===== src/rtl/istt_pkg.sv =====
`timescale 1ns / 1ps
`default_nettype none

package istt_pkg;

  // Table geometry and field widths
  localparam int TABLE_DEPTH = 64;
  localparam int PTR_W       = $clog2(TABLE_DEPTH);
  localparam int CNT_W       = $clog2(TABLE_DEPTH + 1);
  localparam int SERIAL_W    = 32;
  localparam int KIND_W      = 3;
  localparam int ID_W        = 16;
  localparam int MASK_W      = 8;

  // Command codes; the fourth code is unused and returns a zero result
  typedef enum logic [1:0] {
    CMD_ISSUE    = 2'd0,
    CMD_VALIDATE = 2'd1,
    CMD_CLEAR    = 2'd2
  } cmd_e;

  // Input word
  typedef struct packed {
    logic [1:0]          cmd;
    logic [KIND_W-1:0]   kind;
    logic [ID_W-1:0]     client_id;
    logic [ID_W-1:0]     surface_id;
    logic [SERIAL_W-1:0] serial_in;
    logic [MASK_W-1:0]   allowed_kinds;
  } req_t;

  // Result word
  typedef struct packed {
    logic [SERIAL_W-1:0] serial_out;
    logic                is_valid;
  } rsp_t;

  // One table record
  typedef struct packed {
    logic [SERIAL_W-1:0] serial;
    logic [KIND_W-1:0]   kind;
    logic [ID_W-1:0]     client;
    logic [ID_W-1:0]     surface;
  } rec_t;

  // Record memory write port
  typedef struct packed {
    logic             we;
    logic [PTR_W-1:0] addr;
    rec_t             data;
  } mem_wr_t;

  // Compare results for the record under test
  typedef struct packed {
    logic serial_hit;
    logic pass;
    logic surf_hit;
  } match_t;

  // Advance a ring pointer with wrap
  function automatic logic [PTR_W-1:0] ptr_inc(input logic [PTR_W-1:0] p);
    logic [PTR_W-1:0] r;
    if (p == PTR_W'(TABLE_DEPTH - 1)) begin
      r = '0;
    end else begin
      r = p + PTR_W'(1);
    end
    return r;
  endfunction

  // Step a ring pointer back with wrap
  function automatic logic [PTR_W-1:0] ptr_dec(input logic [PTR_W-1:0] p);
    logic [PTR_W-1:0] r;
    if (p == '0) begin
      r = PTR_W'(TABLE_DEPTH - 1);
    end else begin
      r = p - PTR_W'(1);
    end
    return r;
  endfunction

endpackage

`default_nettype wire


===== src/rtl/istt_mem.sv =====
`timescale 1ns / 1ps
`default_nettype none

module istt_mem (
  input  wire                          clk_i,
  input  wire istt_pkg::mem_wr_t       wr_i,
  input  wire [istt_pkg::PTR_W-1:0]    raddr_i,
  output istt_pkg::rec_t               rdata_o
);
  import istt_pkg::*;

  rec_t mem_q [TABLE_DEPTH];
  rec_t rdata_q;

  // Write one record, read one record with registered data
  always_ff @(posedge clk_i) begin
    if (wr_i.we) begin
      mem_q[wr_i.addr] <= wr_i.data;
    end
    rdata_q <= mem_q[raddr_i];
  end

  assign rdata_o = rdata_q;

endmodule

`default_nettype wire


===== src/rtl/istt_match.sv =====
`timescale 1ns / 1ps
`default_nettype none

module istt_match (
  input  wire istt_pkg::rec_t   rec_i,
  input  wire istt_pkg::req_t   req_i,
  output istt_pkg::match_t      match_o
);
  import istt_pkg::*;

  logic kind_ok;
  logic client_ok;
  logic surf_ok;

  // Check the record against the held command word
  assign kind_ok   = req_i.allowed_kinds[rec_i.kind];
  assign client_ok = (req_i.client_id == '0) || (rec_i.client == req_i.client_id);
  assign surf_ok   = (req_i.surface_id == '0) || (rec_i.surface == req_i.surface_id);

  assign match_o.serial_hit = (rec_i.serial == req_i.serial_in);
  assign match_o.pass       = kind_ok && client_ok && surf_ok;
  assign match_o.surf_hit   = (rec_i.surface == req_i.surface_id);

endmodule

`default_nettype wire


===== src/rtl/istt_seq.sv =====
`timescale 1ns / 1ps
`default_nettype none

module istt_seq (
  input  wire                          clk_i,
  input  wire                          rst_ni,
  input  wire                          start_i,
  input  wire istt_pkg::req_t          req_i,
  output logic                         busy_o,
  output logic                         done_o,
  output istt_pkg::rsp_t               rsp_o,
  output istt_pkg::req_t               cur_req_o,
  output istt_pkg::mem_wr_t            mem_wr_o,
  output logic [istt_pkg::PTR_W-1:0]   mem_raddr_o,
  input  wire istt_pkg::rec_t          mem_rdata_i,
  input  wire istt_pkg::match_t        match_i
);
  import istt_pkg::*;

  typedef enum logic [2:0] {
    S_IDLE  = 3'b001,
    S_SCAN  = 3'b010,
    S_CLEAR = 3'b100
  } state_e;

  state_e              state_q, state_d;
  req_t                req_q, req_d;
  logic [SERIAL_W-1:0] next_q, next_d;
  logic [PTR_W-1:0]    head_q, head_d;
  logic [PTR_W-1:0]    tail_q, tail_d;
  logic [CNT_W-1:0]    cnt_q, cnt_d;
  logic [PTR_W-1:0]    rptr_q, rptr_d;
  logic [PTR_W-1:0]    wptr_q, wptr_d;
  logic [CNT_W-1:0]    left_q, left_d;
  logic [CNT_W-1:0]    kept_q, kept_d;
  logic                pend_q, pend_d;
  logic                done_q, done_d;
  rsp_t                rsp_q, rsp_d;
  logic [SERIAL_W-1:0] issue_serial;
  logic                accept;

  assign accept = start_i && (state_q == S_IDLE);

  // Skip serial zero on wrap
  assign issue_serial = (next_q == '0) ? SERIAL_W'(1) : next_q;

  // Sequencer
  always_comb begin
    state_d  = state_q;
    req_d    = req_q;
    next_d   = next_q;
    head_d   = head_q;
    tail_d   = tail_q;
    cnt_d    = cnt_q;
    rptr_d   = rptr_q;
    wptr_d   = wptr_q;
    left_d   = left_q;
    kept_d   = kept_q;
    pend_d   = 1'b0;
    done_d   = 1'b0;
    rsp_d    = rsp_q;
    mem_wr_o = '0;

    case (state_q)
      S_IDLE: begin
        if (accept) begin
          req_d = req_i;
          case (req_i.cmd)
            CMD_ISSUE: begin
              // Append at the tail, drop the oldest when full
              next_d             = issue_serial + SERIAL_W'(1);
              mem_wr_o.we        = 1'b1;
              mem_wr_o.addr      = tail_q;
              mem_wr_o.data      = '{serial:  issue_serial,
                                     kind:    req_i.kind,
                                     client:  req_i.client_id,
                                     surface: req_i.surface_id};
              tail_d             = ptr_inc(tail_q);
              if (cnt_q == CNT_W'(TABLE_DEPTH)) begin
                head_d = ptr_inc(head_q);
              end else begin
                cnt_d = cnt_q + CNT_W'(1);
              end
              done_d = 1'b1;
              rsp_d  = '{serial_out: issue_serial, is_valid: 1'b0};
            end
            CMD_VALIDATE: begin
              if ((req_i.serial_in == '0) || (req_i.allowed_kinds == '0) ||
                  (cnt_q == '0)) begin
                done_d = 1'b1;
                rsp_d  = '0;
              end else begin
                state_d = S_SCAN;
                rptr_d  = ptr_dec(tail_q);
                left_d  = cnt_q;
              end
            end
            CMD_CLEAR: begin
              if ((req_i.surface_id == '0) || (cnt_q == '0)) begin
                done_d = 1'b1;
                rsp_d  = '0;
              end else begin
                state_d = S_CLEAR;
                rptr_d  = head_q;
                wptr_d  = head_q;
                left_d  = cnt_q;
                kept_d  = '0;
              end
            end
            default: begin
              done_d = 1'b1;
              rsp_d  = '0;
            end
          endcase
        end
      end

      S_SCAN: begin
        // Walk newest to oldest; the first serial hit decides
        if (pend_q && match_i.serial_hit) begin
          done_d  = 1'b1;
          rsp_d   = '{serial_out: '0, is_valid: match_i.pass};
          state_d = S_IDLE;
        end else if (left_q != '0) begin
          rptr_d = ptr_dec(rptr_q);
          left_d = left_q - CNT_W'(1);
          pend_d = 1'b1;
        end else begin
          done_d  = 1'b1;
          rsp_d   = '0;
          state_d = S_IDLE;
        end
      end

      S_CLEAR: begin
        // Compact kept records toward the head in age order
        if (pend_q && !match_i.surf_hit) begin
          mem_wr_o.we   = 1'b1;
          mem_wr_o.addr = wptr_q;
          mem_wr_o.data = mem_rdata_i;
          wptr_d        = ptr_inc(wptr_q);
          kept_d        = kept_q + CNT_W'(1);
        end
        if (left_q != '0) begin
          rptr_d = ptr_inc(rptr_q);
          left_d = left_q - CNT_W'(1);
          pend_d = 1'b1;
        end else begin
          cnt_d   = kept_d;
          tail_d  = wptr_d;
          done_d  = 1'b1;
          rsp_d   = '0;
          state_d = S_IDLE;
        end
      end

      default: begin
        state_d = S_IDLE;
      end
    endcase
  end

  // Control state
  always_ff @(posedge clk_i or negedge rst_ni) begin
    if (!rst_ni) begin
      state_q <= S_IDLE;
      next_q  <= SERIAL_W'(1);
      head_q  <= '0;
      tail_q  <= '0;
      cnt_q   <= '0;
      pend_q  <= 1'b0;
      done_q  <= 1'b0;
    end else begin
      state_q <= state_d;
      next_q  <= next_d;
      head_q  <= head_d;
      tail_q  <= tail_d;
      cnt_q   <= cnt_d;
      pend_q  <= pend_d;
      done_q  <= done_d;
    end
  end

  // Payload and scan registers
  always_ff @(posedge clk_i) begin
    req_q  <= req_d;
    rptr_q <= rptr_d;
    wptr_q <= wptr_d;
    left_q <= left_d;
    kept_q <= kept_d;
    rsp_q  <= rsp_d;
  end

  assign busy_o      = (state_q != S_IDLE);
  assign done_o      = done_q;
  assign rsp_o       = rsp_q;
  assign cur_req_o   = req_q;
  assign mem_raddr_o = rptr_q;

`ifndef SYNTHESIS
  a_cnt_bound: assert property (@(posedge clk_i) disable iff (!rst_ni)
    cnt_q <= CNT_W'(TABLE_DEPTH))
    else $error("entry count exceeds table depth");

  a_issue_done: assert property (@(posedge clk_i) disable iff (!rst_ni)
    (accept && (req_i.cmd == CMD_ISSUE)) |=> (done_q && (rsp_q.serial_out != '0)))
    else $error("issue did not return a nonzero serial");

  a_finish_done: assert property (@(posedge clk_i) disable iff (!rst_ni)
    ($past(state_q != S_IDLE) && (state_q == S_IDLE)) |-> done_q)
    else $error("command finished without a result word");

  a_clear_shrinks: assert property (@(posedge clk_i) disable iff (!rst_ni)
    (state_q == S_CLEAR) |=> (cnt_q <= $past(cnt_q)))
    else $error("clear grew the table");
`endif

endmodule

`default_nettype wire


===== src/rtl/input_serial_tracking_table.sv =====
`timescale 1ns / 1ps
`default_nettype none

// Age-ordered table of issued input serials, kept as a ring in one record memory
// with a single read port. A word is taken when start is high and busy is low;
// its result appears on rsp_o with done_o high for exactly one cycle, and the
// receiver cannot stall it. Issue, unused commands, and validate or clear that
// need no lookup (serial 0, empty mask, surface 0, empty table) keep busy low and
// give the result on the cycle after acceptance, so one may follow every cycle.
// Validate stays busy while it walks the N records held (N up to 64), stopping
// at the newest record with the serial; clear stays busy until it has walked all
// N records. Both walk the memory one record per cycle through its read port,
// and clear writes kept records back through the write port.
module input_serial_tracking_table (
  input  wire                  clk_i,
  input  wire                  rst_ni,
  input  wire                  start,
  input  wire istt_pkg::req_t  req_i,
  output logic                 busy,
  output logic                 done_o,
  output istt_pkg::rsp_t       rsp_o
);
  import istt_pkg::*;

  req_t             cur_req;
  mem_wr_t          mem_wr;
  logic [PTR_W-1:0] mem_raddr;
  rec_t             mem_rdata;
  match_t           match;

  istt_seq u_seq (
    .clk_i       (clk_i),
    .rst_ni      (rst_ni),
    .start_i     (start),
    .req_i       (req_i),
    .busy_o      (busy),
    .done_o      (done_o),
    .rsp_o       (rsp_o),
    .cur_req_o   (cur_req),
    .mem_wr_o    (mem_wr),
    .mem_raddr_o (mem_raddr),
    .mem_rdata_i (mem_rdata),
    .match_i     (match)
  );

  istt_mem u_mem (
    .clk_i   (clk_i),
    .wr_i    (mem_wr),
    .raddr_i (mem_raddr),
    .rdata_o (mem_rdata)
  );

  istt_match u_match (
    .rec_i   (mem_rdata),
    .req_i   (cur_req),
    .match_o (match)
  );

endmodule

`default_nettype wire

===== config.mk =====
export PLATFORM = sky130hd
export DESIGN_NAME = input_serial_tracking_table
export DESIGN_NICKNAME = d
export VERILOG_FILES = /design/src/rtl/istt_pkg.sv /design/src/rtl/istt_mem.sv /design/src/rtl/istt_match.sv /design/src/rtl/istt_seq.sv /design/src/rtl/input_serial_tracking_table.sv
export SDC_FILE = /design/constraint.sdc
export NUM_CORES = 2
export LEC_CHECK = 0
export BUFFER_PORTS_ARGS = -buffer_cell sky130_fd_sc_hd__buf_4
export CAP_MARGIN = 40
export CORE_ASPECT_RATIO = 0.5
export CORE_MARGIN = 1
export CORE_UTILIZATION = 45
export CTS_CLUSTER_DIAMETER = 200
export DETAILED_ROUTE_END_ITERATION = 8
export SLEW_MARGIN = 25
export SYNTH_ARGS = -nofsm -noshare
export SYNTH_HDL_FRONTEND = slang
export SYNTH_MEMORY_MAX_BITS = 65536
export SYNTH_SLANG_ARGS = --single-unit

===== constraint.sdc =====
create_clock -name clk_i -period 8.8 [get_ports clk_i]
set_input_delay 1.76 -clock clk_i [delete_from_list [all_inputs] [get_ports clk_i]]
set_output_delay 1.76 -clock clk_i [all_outputs]
set_load 0.02 [all_outputs]

; ---- After elaboration in Yosys (flattened, before gate mapping)
; Memories as Yosys holds them, arrays and structs flattened. A register that Yosys moved wholly into a read port is not among the register bits.
; Cells that the tools add are included.
[classes]
addsub = 10
order_cmp = 1
n_eq_ne = 28
n_mux = 72
n_reduce_logical = 34
[ops]
columns = operator, count
row1 = 74-bit two-way mux, 3
row2 = 33-bit one-hot mux with 3 select lines, 2
row3 = 33-bit two-way mux, 5
row4 = 74-bit one-hot mux with 2 select lines, 1
row5 = 6-bit two-way mux, 18
row6 = 7-bit two-way mux, 13
row7 = 32-bit zero test, 2
row8 = 16-bit zero test, 3
row9 = 7-bit one-hot mux with 2 select lines, 3
row10 = 6-bit one-hot mux with 2 select lines, 3
row11 = "32-bit by 1-bit adder with 32-bit output, second input constant", 1
row12 = 16-bit == test, 2
row13 = 32-bit == test, 1
row14 = 32-bit two-way mux, 1
row15 = "6-bit by 1-bit adder with 6-bit output, second input constant", 4
row16 = "6-bit == test, second input constant", 4
row17 = 7-bit one-hot mux with 3 select lines, 1
row18 = 4-bit AND reduction, 5
row19 = 6-bit one-hot mux with 3 select lines, 1
row20 = 3-bit two-way mux, 5
row21 = "3-bit != test, second input constant", 5
row22 = "7-bit by 1-bit adder with 7-bit output, second input constant", 2
row23 = 6-bit zero test, 2
row24 = "2-bit != test, second input constant", 6
row25 = 31 further kinds, 52
[totals]
reg_bits = 187
mem_bits_rw = 4288
input_bits = 80
out_inout_bits = 35
wordCells = 163
mem_count = 1
[memory_table]
columns = memory, depth, word_bits, rd, rd_clocked_by_memory_dff, write_ports, line
row1 = u_mem.mem_q, 64, 67, 1, 1, 1, istt_mem.sv:12  ; rec_t mem_q [TABLE_DEPTH];

; ---- Logic depth before layout (Yosys ltp)
[logic_depth]
depth_word = 7
ltp_mapped = 12
depth_no_buf = 11

; ---- Hierarchy
; A second synthesis with hierarchy kept.
[unflattened]
cells_unflattened = 7695
area_unflattened_um2 = 173336.2
[by_module_without_submodules]
columns = mod, instances, cells_per_inst, area_each_um2
row1 = istt_mem, 1, 6817, 163145.2
row2 = istt_seq, 1, 779, 9352.7
row3 = istt_match, 1, 99, 838.3

; ---- Worst setup path after synthesis
; No wires, ideal clock.
[synth_path]
path_kind = in2reg
start = in req_i[75] (netlist name)
end = mem u_mem.mem_q[32][0] (netlist name), enable pin
arrival_ns = 7.180
t_required_ns = 8.226
setup_slack_ns = 1.045
cell_stages = 7
path_buffers = 1
path_cell_list = inv_1 > ha_1 > and3_1 > buf_2 > nand2_1 > o31a_1 > nor3_1
[synth_via]
elab_chain_len = 6
[synth_rtl]
columns = item, line
row1 = from (decl), input_serial_tracking_table.sv:18  ; input wire istt_pkg::req_t req_i,
row2 = 2-bit zero test *, istt_seq.sv:68  ; case (req_i.cmd)
row3 = 74-bit two-way mux *, istt_seq.sv:68
row4 = 74-bit two-way mux *, istt_seq.sv:66  ; if (accept) begin
row5 = 74-bit one-hot mux with 2 select lines *, istt_seq.sv:64  ; case (state_q)
row6 = 1-bit two-way mux, istt_mem.sv:17  ; if (wr_i.we) begin
row7 = 1-bit two-way mux (not written as such), istt_mem.sv:18  ; mem_q[wr_i.addr] <= wr_i.data;
row8 = to (decl), istt_mem.sv:12
; Every way passes the cells marked *; elsewhere a longest branch is shown, timed or not.

; ---- Worst setup path in the final report
[layout_path]
start = in req_i[75] (netlist name)
end = mem u_mem.mem_q[52][32] (netlist name), enable pin
; The elaborated chain is that of the path after synthesis.

==> impl_metrics.yaml <==
status:
  outcome: "finished clean"
cts:
  h-tree-depth: 5
  clk_pin_slew_ps: 70
  cts_resized: 0
  hold_buffers: 0
  clockRootBuffer: "clkbuf_16"
  cts.sinks: 4542
  cts_tree: "done"
  post_cts_buffers: 0
  cts_made_buffers: 400
  clk_path_buf_depth: 4
  clock_latency_ps: 960
critical_path:
  reg2reg_depth: 8
  crit_path_end_kind: "flop"
  required_ps: 9360
  reg2reg_to: "u_mem.mem_q[52][32]$_DFFE_PP_"
  crit_type: "in -> reg"
  path_delay_family: "simple AND/OR/NAND/NOR gates"
  path_buf_inv: 4
  crit_chain: "buf_4 -> inv_1 -> ha_1 -> and3_4 -> nand2_1 -> o31ai_2 -> nand2_1 -> nor2_4 -> buf_4 -> buf_4"
  path_max_fanout: 42
  worst_path_max_delay_cell: "buf_4"
  slowest_delay_ps: 730
  crit_cells: 10
  crit_arrival_ps: 5630
  crit_top_cell: "buf_4"
  crit_start: "req_i[75]"
  reg2reg_slack_ps: 4000
  timing.rr.start: "u_seq.state_q[0]$_DFFE_PN1P_"
  startpoint_type: "input pin"
  endpoint: "u_mem.mem_q[52][32]$_DFFE_PP_"
routing:
  drcViolationCount: 0
  postRouteAntennaNets: 0
  drt-initial-drc-count: 11800
  dr.pass1.iters: 6
  wl_per_cell_um: 36.6
  via_per_inst: 6.35
  vias: 84000
  drt_wl_total_mm: 484
global_route:
  grt_max_degree: 109
  antenna_found_initial: 30
  grt_pass1_vias: 81900
  grt_util_met1_pct: 36.7
  grt_usage_pct: 24.6
  use_met2_pct: 38.1
  met3_usage_pct: 4.37
  top_usage_layer: "met2"
  grt_pass1_wl_mm: 668
  gr-total-overflow: 0
place:
  place_area_um2: 184000
  gp_congestion: 0.872
  hpwl_mm: 279
  numPortBuffers: 114
synth:
  synth_top_area_cell: "edfxtp_1"
  syn_area_um2: 174000
  ys_warn_count: 0
  yosysUniqueCellTypes: 73
  netlist_instances: 7326
  ys_top_cells_by_area: "edfxtp_1 (76%), mux4_2 (17%), dfrtp_1 (0.78%)"
  synth-edff-count: 4419
  synthArstFlopShare_pct: 1.23
  yosysSeqAreaShare_pct: 78.0
  ys_ff_latch: 4542
  synth_ff_type: "edfxtp_1"
  synth_area_per_cell_um2: 23.7
  synth_top_area_share_pct: 76.4
  synth_nets: 7422
timing:
  worstMarginPinSlew_ps: 946
  setup_tns_ps: 0
  setup_viol: 0
  rsz0062_at_grt: "no"
  slew_headroom_pct: 36.9
  finClkSkew_ps: 51.5
  slew_viol_final: 0
  fmax_mhz: 197
  min_period_over_period_pct: 57.6
  period_needed_ps: 5070
  hold_viol: 0
floorplan:
  dieHeight_um: 441
  io-pin-count: 115
  die_w_um: 880
  coreArea_um2: 382000
  initial_core_util_pct: 45.5
  row_count: 160
  dieArea_um2: 389000
run:
  max_cap_viol_count: 0
pwr:
  ir_worst_vdd_mv: 0.175
  powerDensity_nw_per_um2: 244
  fin_total_pwr_w: 0.0479
  leakagePower_nw: 59.3
cells_and_area:
  area_delta_synth_final_pct: 13.2
  layout.nets: 7881
  drive_above_1_share_pct: 30.5
  postLayoutCellArea_um2: 196000
  finalCoreUtilization_pct: 51.4
worst_hold_path:
  hold_path_class: "reg -> reg"
[cell usage after synthesis, types with 28 or more instances]
library cell / number
a22o_1: 97
nand2_1: 189
a21oi_1: 28
buf_2: 120
buf_1: 39
o21ai_0: 44
nand3_1: 51
mux2i_1: 39
dfrtp_1: 54
dfxtp_1: 67
clkbuf_1: 199
nor2_1: 118
inv_1: 33
nor4_1: 45
a22oi_1: 114
edfxtp_1: 4419
mux4_2: 1312
xnor2_1: 55
xor2_1: 47
[logic make-up after synthesis]
family | share of synthesized area (%)
simple gates | 1.39
buf+inv | 1.06
compound gates | 1.64
mux | 17.3
fa+ha+maj | 0.115
xor+xnor | 0.514
flops | 78.0
[flip-flops by register name, summed over array words and instances (netlist names)]
name / cells
u_seq.rsp_o: 33
u_seq.kept_q: 7
u_seq.head_q: 6
u_seq.wptr_q: 6
u_mem.mem_q: 4288
u_mem.rdata_o: 67
u_seq.left_q: 7
u_seq.pend_q: 1
u_seq.done_o: 1
u_seq.state_q: 3
u_seq.mem_raddr_o: 6
u_seq.tail_q: 6
u_seq.next_q: 32
u_seq.cur_req_o: 72
u_seq.cnt_q: 7
[routing by layer]
layer / routed length [µm] / share of wire, % / vias up
met5: 39 / 0.0081 / -
met4: 13700 / 2.8 / 6
met3: 44300 / 9.2 / 615
met2: 224000 / 46 / 4403
met1: 202000 / 42 / 46500
li1: - / - / 32500
[layout make-up]
type / instances / area, µm²
clock buffers: 531 / 10900
fillers: 29400 / 185000
clock inverters: 206 / 1850
repair buffers: 439 / 4620
inverters: 36 / 143
multi-input cells: 2366 / 37200
flip-flops and latches: 4542 / 135000
well taps: 5103 / 6380
diodes: 2 / 5.00
[worst reg2reg max path, delay by kind of cell (launching register included)]
family	cells	cell delay, ps
AND/OR/NAND/NOR	5	2170
AO/OA/AOI/OAI	1	210
buffers and inverters	2	1420
flip-flops	1	580
[metrics by stage]
stage / hold WS, ps / setup WS (ps) / instances
2_1_floorplan: 470 / 1050 / 7326
3_3_place_gp: 510 / 2930 / 12400
3_5_place_dp: 509 / 2800 / 12500
4_1_cts: 533 / 3810 / 13200
5_1_grt: 551 / 3660 / 13200
6_report: 534 / 3730 / 13200
[layout by cell type, fill, tap and decap left out, types with 7 or more instances in the layout]
cell type   Yosys  final
a22o_1         97     41
nor3_1         19     16
nand2b_1        7      7
nand4_1        27     27
a221oi_1       19     19
inv_1          33     33
nor2b_1        19     18
a32oi_1        10     10
clkinv_2        0     73
buf_4          17    344
clkbuf_16       0    406
clkbuf_1      199    100
inv_6           0      9
buf_16          0     26
clkinv_1        1     71
buf_12          0     62
nor2_4          0     66
xnor2_1        55     55
nand3_1        51     51
a22o_4          0     17
and3_1          9      8
nor2_1        118     52
clkinvlp_4      0     14
a21oi_1        28     28
dfxtp_1        67     67
ha_1           16     16
mux4_2       1312   1312
o21ai_0        44     40
bufinv_16       0     28
nor4_1         45     45
mux2i_1        39     39
nand2_1       189    189
dfrtp_1        54     54
a22oi_1       114    114
xor2_1         47     47
a22o_2          0     39
edfxtp_1     4419   4419
clkbuf_8        0     25
[worst min-delay path by stage]
stage / cells past startpoint / to / from / slack (ps)
3_3_place_gp: 2 / u_seq.next_q[0]$_DFFE_PN1P_ / u_seq.next_q[0]$_DFFE_PN1P_ / 510
3_5_place_dp: 2 / u_seq.next_q[0]$_DFFE_PN1P_ / u_seq.next_q[0]$_DFFE_PN1P_ / 510
2_1_floorplan: 2 / u_seq.next_q[0]$_DFFE_PN1P_ / u_seq.next_q[0]$_DFFE_PN1P_ / 470
5_1_grt: 2 / u_seq.next_q[0]$_DFFE_PN1P_ / u_seq.next_q[0]$_DFFE_PN1P_ / 550
4_1_cts: 2 / u_seq.next_q[0]$_DFFE_PN1P_ / u_seq.next_q[0]$_DFFE_PN1P_ / 530
6_report: 2 / u_seq.next_q[0]$_DFFE_PN1P_ / u_seq.next_q[0]$_DFFE_PN1P_ / 530
[where the power goes]
group / internal, W / leakage (nW) / total [W] / switching [W]
clock network: 0.00955 / 6.22 / 0.0174 / 0.00790
logic: 0.00260 / 13.3 / 0.00603 / 0.00343
registers: 0.0239 / 39.7 / 0.0244 / 0.000493
total: 0.0361 / 59.3 / 0.0479 / 0.0118
Power figures use the tool's default switching activity.
